<file path="src/rtl/core/sbe_pkg.sv">
// Shared types and constants of the sixel band encoder.
package sbe_pkg;

  // Controller states.
  typedef enum logic [3:0] {
    ST_IDLE,
    ST_LD_CHK,
    ST_LD_CLR,
    ST_LD_MRD,
    ST_LD_MWR,
    ST_LD_ADV,
    ST_EM_MM,
    ST_EM_SEL,
    ST_RUN_V,
    ST_RUN_SCAN,
    ST_RUN_OUT
  } ctl_state_t;

  // Emission phase of the pending band.
  typedef enum logic [2:0] {
    PH_DOLLAR,
    PH_SELECT,
    PH_GAP,
    PH_RUNS,
    PH_DASH,
    PH_DONE
  } em_phase_t;

  // Token kinds.
  localparam logic [2:0] TK_NONE   = 3'd0;
  localparam logic [2:0] TK_TAKEN  = 3'd1;
  localparam logic [2:0] TK_REFUSE = 3'd2;
  localparam logic [2:0] TK_SELECT = 3'd3;
  localparam logic [2:0] TK_RUN    = 3'd4;
  localparam logic [2:0] TK_DOLLAR = 3'd5;
  localparam logic [2:0] TK_DASH   = 3'd6;

  // Request types.
  localparam logic REQ_PIXEL = 1'b0;
  localparam logic REQ_PULL  = 1'b1;

  // Configuration register indexes.
  localparam logic [1:0] REG_WIDTH  = 2'd0;
  localparam logic [1:0] REG_HEIGHT = 2'd1;
  localparam logic [1:0] REG_FIRST  = 2'd2;
  localparam logic [1:0] REG_END    = 2'd3;

  localparam logic [7:0] PIXEL_BASE = 8'd16;
  localparam int SIXEL_ROWS     = 6;
  localparam int RUN_REPEAT_MIN = 3;
  // Division by six as multiply and shift, exact for values below 21845.
  localparam int BANDS_RECIP    = 43691;
  localparam int BANDS_SHIFT    = 18;

  // Commands from the controller to the datapath.
  typedef struct packed {
    logic       load_begin;
    logic       new_use;
    logic       clr_step;
    logic       ld_read;
    logic       ld_write;
    logic       advance;
    logic       em_mm;
    logic       run_v;
    logic       run_next;
    logic       emit;
    logic [2:0] kind;
    logic       gap;
  } dp_cmd_t;

  // Status from the datapath to the controller.
  typedef struct packed {
    logic      pending;
    em_phase_t phase;
    logic      paint;
    logic      seen_hit;
    logic      clr_last;
    logic      v_stop;
    logic      scan_match;
    logic      p_stop;
  } dp_status_t;

endpackage

</file>
<file path="src/rtl/core/sbe_controller.sv">
// Controller state machine of the sixel band encoder.
module sbe_controller import sbe_pkg::*; (
  input  logic       clk,
  input  logic       rst,
  input  logic       start,
  input  logic       req_type,
  input  dp_status_t status,
  output dp_cmd_t    cmd,
  output logic       busy
);

  ctl_state_t state, state_next;

  // State register.
  always_ff @(posedge clk) begin
    if (rst) begin
      state <= ST_IDLE;
    end else begin
      state <= state_next;
    end
  end

  // Next state and commands.
  always_comb begin
    state_next = state;
    cmd        = '0;
    busy       = (state != ST_IDLE);
    unique case (state)
      ST_IDLE: begin
        if (start) begin
          if (req_type == REQ_PIXEL) begin
            if (status.pending) begin
              cmd.emit = 1'b1;
              cmd.kind = TK_REFUSE;
            end else begin
              cmd.load_begin = 1'b1;
              state_next     = ST_LD_CHK;
            end
          end else if (!status.pending) begin
            cmd.emit = 1'b1;
            cmd.kind = TK_NONE;
          end else begin
            unique case (status.phase)
              PH_DOLLAR: begin
                cmd.emit = 1'b1;
                cmd.kind = TK_DOLLAR;
              end
              PH_SELECT: state_next = ST_EM_MM;
              PH_GAP: begin
                cmd.emit = 1'b1;
                cmd.kind = TK_RUN;
                cmd.gap  = 1'b1;
              end
              PH_RUNS:   state_next = ST_RUN_V;
              PH_DASH: begin
                cmd.emit = 1'b1;
                cmd.kind = TK_DASH;
              end
              default: begin
                cmd.emit = 1'b1;
                cmd.kind = TK_NONE;
              end
            endcase
          end
        end
      end
      ST_LD_CHK: begin
        if (!status.paint) begin
          state_next = ST_LD_ADV;
        end else if (status.seen_hit) begin
          state_next = ST_LD_MRD;
        end else begin
          cmd.new_use = 1'b1;
          state_next  = ST_LD_CLR;
        end
      end
      ST_LD_CLR: begin
        cmd.clr_step = 1'b1;
        if (status.clr_last) begin
          state_next = ST_LD_MRD;
        end
      end
      ST_LD_MRD: begin
        cmd.ld_read = 1'b1;
        state_next  = ST_LD_MWR;
      end
      ST_LD_MWR: begin
        cmd.ld_write = 1'b1;
        state_next   = ST_LD_ADV;
      end
      ST_LD_ADV: begin
        cmd.advance = 1'b1;
        cmd.emit    = 1'b1;
        cmd.kind    = TK_TAKEN;
        state_next  = ST_IDLE;
      end
      ST_EM_MM: begin
        cmd.em_mm  = 1'b1;
        state_next = ST_EM_SEL;
      end
      ST_EM_SEL: begin
        cmd.emit   = 1'b1;
        cmd.kind   = TK_SELECT;
        state_next = ST_IDLE;
      end
      ST_RUN_V: begin
        cmd.run_v  = 1'b1;
        state_next = status.v_stop ? ST_RUN_OUT : ST_RUN_SCAN;
      end
      ST_RUN_SCAN: begin
        if (status.scan_match) begin
          cmd.run_next = 1'b1;
          if (status.p_stop) begin
            state_next = ST_RUN_OUT;
          end
        end else begin
          state_next = ST_RUN_OUT;
        end
      end
      ST_RUN_OUT: begin
        cmd.emit   = 1'b1;
        cmd.kind   = TK_RUN;
        state_next = ST_IDLE;
      end
      default: state_next = ST_IDLE;
    endcase
  end

endmodule

</file>
<file path="config.mk">
export PLATFORM = sky130hd
export DESIGN_NAME = sbe_controller
export DESIGN_NICKNAME = d
export VERILOG_FILES = /design/src/rtl/core/sbe_pkg.sv /design/src/rtl/core/sbe_controller.sv
export SDC_FILE = /design/constraint.sdc
export NUM_CORES = 1
export LEC_CHECK = 0
export ABC_CLOCK_PERIOD_IN_PS = 1450
export BUFFER_PORTS_ARGS = -buffer_cell sky130_fd_sc_hd__buf_2
export CORE_AREA = 2 2 41 43
export DETAILED_ROUTE_END_ITERATION = 7
export DIE_AREA = 0 0 43 45
export PLACE_DENSITY = 0.77
export SYNTH_ARGS = -nofsm -noshare
export SYNTH_HDL_FRONTEND = slang
export SYNTH_SLANG_ARGS = --single-unit
export TNS_END_PERCENT = 10
</file>
<file path="constraint.sdc">
create_clock -name clk -period 1.45 [get_ports clk]
set_input_delay 0.2175 -clock clk [delete_from_list [all_inputs] [get_ports clk]]
set_output_delay 0.2175 -clock clk [all_outputs]
set_load 0.01 [all_outputs]
</file>
==> results.cfg <==
[synth]
synth_cells = 78
ys_seq_elements = 4
synth_warnings = 0
yosysTopAreaCell = dfxtp_1
synth_cell_types = 30
syn-mean-instance-area_um2 = 6.85
ys_top_cells_by_area = dfxtp_1, o21ai_0, nand2_1
syn_nets = 92
ys_seq_area_share_pct = 15.0
synth.top_cell.area_share_pct = 15.0
syn_area_um2 = 534

[die]
placementRows = 14
die_area_um2 = 1940
core_um2 = 1470
dieHeight_um = 45
boundaryPins = 29
fp.dieW_um = 43
start_util_pct = 36.3

[cts]
cts_buffer_depth = 2
cts_htree_levels = 1
clk_latency_ps = 240
cts_tree = built
path_clk_slew_ps = 40
cts_buffers = 3
cts_root_buf = clkbuf_4
cts.sinks = 4

[worst_setup_path]
required_ps = 1230
crit_fanout = 3
end_kind = primary output
critPathArrivalTime_ps = 1650
worstReg2RegStart = state[0]
crit_chain = nor4_4, nand2_2, or3_4, o31ai_4, buf_2
slowest_stage = or3_4
start_kind = flip-flop
critical_path_class = reg2out
crit_path_start = state[0]
ff2ff_path_depth = 6
slowest_delay_ps = 380

[grt]
overflow = 0
antenna_found_initial = 0
grt_pass1_vias = 639
grt_max_degree = 19
grt_usage_pct = 17.2
grt_pass1_wl_um = 2590

[final_layout]
largest-register = state
final_cell_mix = buf_2, nand2_1, buf_4
fin_util_pct = 60.4
fin_nets = 130
num_antenna_cells = 0
syn2layout_area_growth_pct = 66.3
largest_reg_flops = 4
instances_no_fill = 130
drive_gt1_share_pct = 52.6
reg.largest.list = state (4)
layout_commonest_cell = buf_2

[min_path]
holdPathStages = 4
hold_class = in2reg
holdCritStartpoint = rst

[placement]
dp_cells = 125
dp_hpwl_um = 1200
io_buffers = 28
place_congestion = 0.835

[timing]
setup_ws_ps = -416
clock_skew_ps = 4.68
tightestPinTransition_ps = 314
setup_violations = 11
slew_violations = 0
clock.fmax_ghz = 0.536
max_slew_margin_pct = 79.0
rsz0062_at_grt = true
finalHoldViolations = 0
fin_crit_ps = 1870
period_share_pct = 129

[detailed_routing]
initialDrtViolationCount = 13
avgRoutedWirePerCell_um = 12.2
wirelength_um = 1590
via_per_inst = 5.54
drtPass1Iterations = 6
via_count = 720
ant_nets = 0
drcViolationCount = 0

[status]
status = finished, violations left
violations = setup timing

[power]
ir_worst_vdd_uv = 479
power_density_nw_per_um2 = 720
total_power_uw = 640
leakage_uw = 0.000424

[run]
drv_cap = 0
where the power goes:
part,switching (uW),internal (uW),total (uW)
logic,175,190,364
registers,10.7,121,132
clock network,50.7,92.9,144
logic make-up (layout without fill, tap and decap cells):
logic type / after synthesis / after routing / share of synthesized area (%)
flops: 4 / 4 / 15.0
buf+inv: 9 / 45 / 7.96
compound gates: 21 / 21 / 26.7
simple gates: 44 / 44 / 50.4
final timing paths:
path	endpoint	slack (ps)
min	state[3]	310
max	cmd[1]	-420
min reg2reg	state[3]	710
max reg2reg	state[0]	50
cell usage after synthesis (all sizes together):
| cell type | number |
|---|---|
| nand2 | 10 |
| o21ai | 7 |
| nor2 | 6 |
| nor3 | 5 |
| clkbuf | 4 |
| dfxtp | 4 |
| nor2b | 4 |
| inv | 3 |
| nand2b | 3 |
| nand4b | 3 |
| nor3b | 3 |
| a21o | 2 |
| a21oi | 2 |
| a22oi | 2 |
| and2 | 2 |
| and4b | 2 |
| buf | 2 |
| nand3 | 2 |
| o31ai | 2 |
| o32ai | 2 |
| a2111oi | 1 |
| a221oi | 1 |
| a22o | 1 |
| nand3b | 1 |
| nand4 | 1 |
| nor4 | 1 |
| o31a | 1 |
| or3 | 1 |
cell type report:
class	instances	area [um^2]
clock buffers	3	22.5
flip-flops and latches	4	82.6
well taps	16	20.0
repair buffers	39	251
fillers	138	583
multi-input cells	65	500
inverters	3	11.3
critical path, delay by kind of cell, from the launching register on:
| family | cells | cell delay [ps] |
|---|---|---|
| and+or+nand+nor | 3 | 760 |
| DFF | 1 | 330 |
| buffers and inverters | 1 | 160 |
| AOI/OAI and AO/OA | 1 | 160 |
repair_timing:
action	4_1_cts	5_1_grt
hold buffers	0	0
resized for setup	10	15
pin swaps	5	1
buffers inserted	2	0
endpoints found under the setup margin	12	17
metrics by stage:
step	worst slack (ps)	hold WS [ps]	setup TNS (ps)	cell area (um^2)
2_1_floorplan	-157	386	-445	567
3_3_place_gp	-214	559	-801	763
3_5_place_dp	-221	570	-868	763
4_1_cts	-441	331	-2380	837
5_1_grt	-506	351	-3110	888
6_report	-416	315	-2150	888
routing by layer:
layer  global-route usage, %  vias up  wire length, um
met4                    1.82        0                0
met3                    4.80        0              106
met1                    21.7      329              689
met5                       0        -                0
li1                        -      362                -
met2                    30.6       29              795
(Power assumes the default switching activity.)
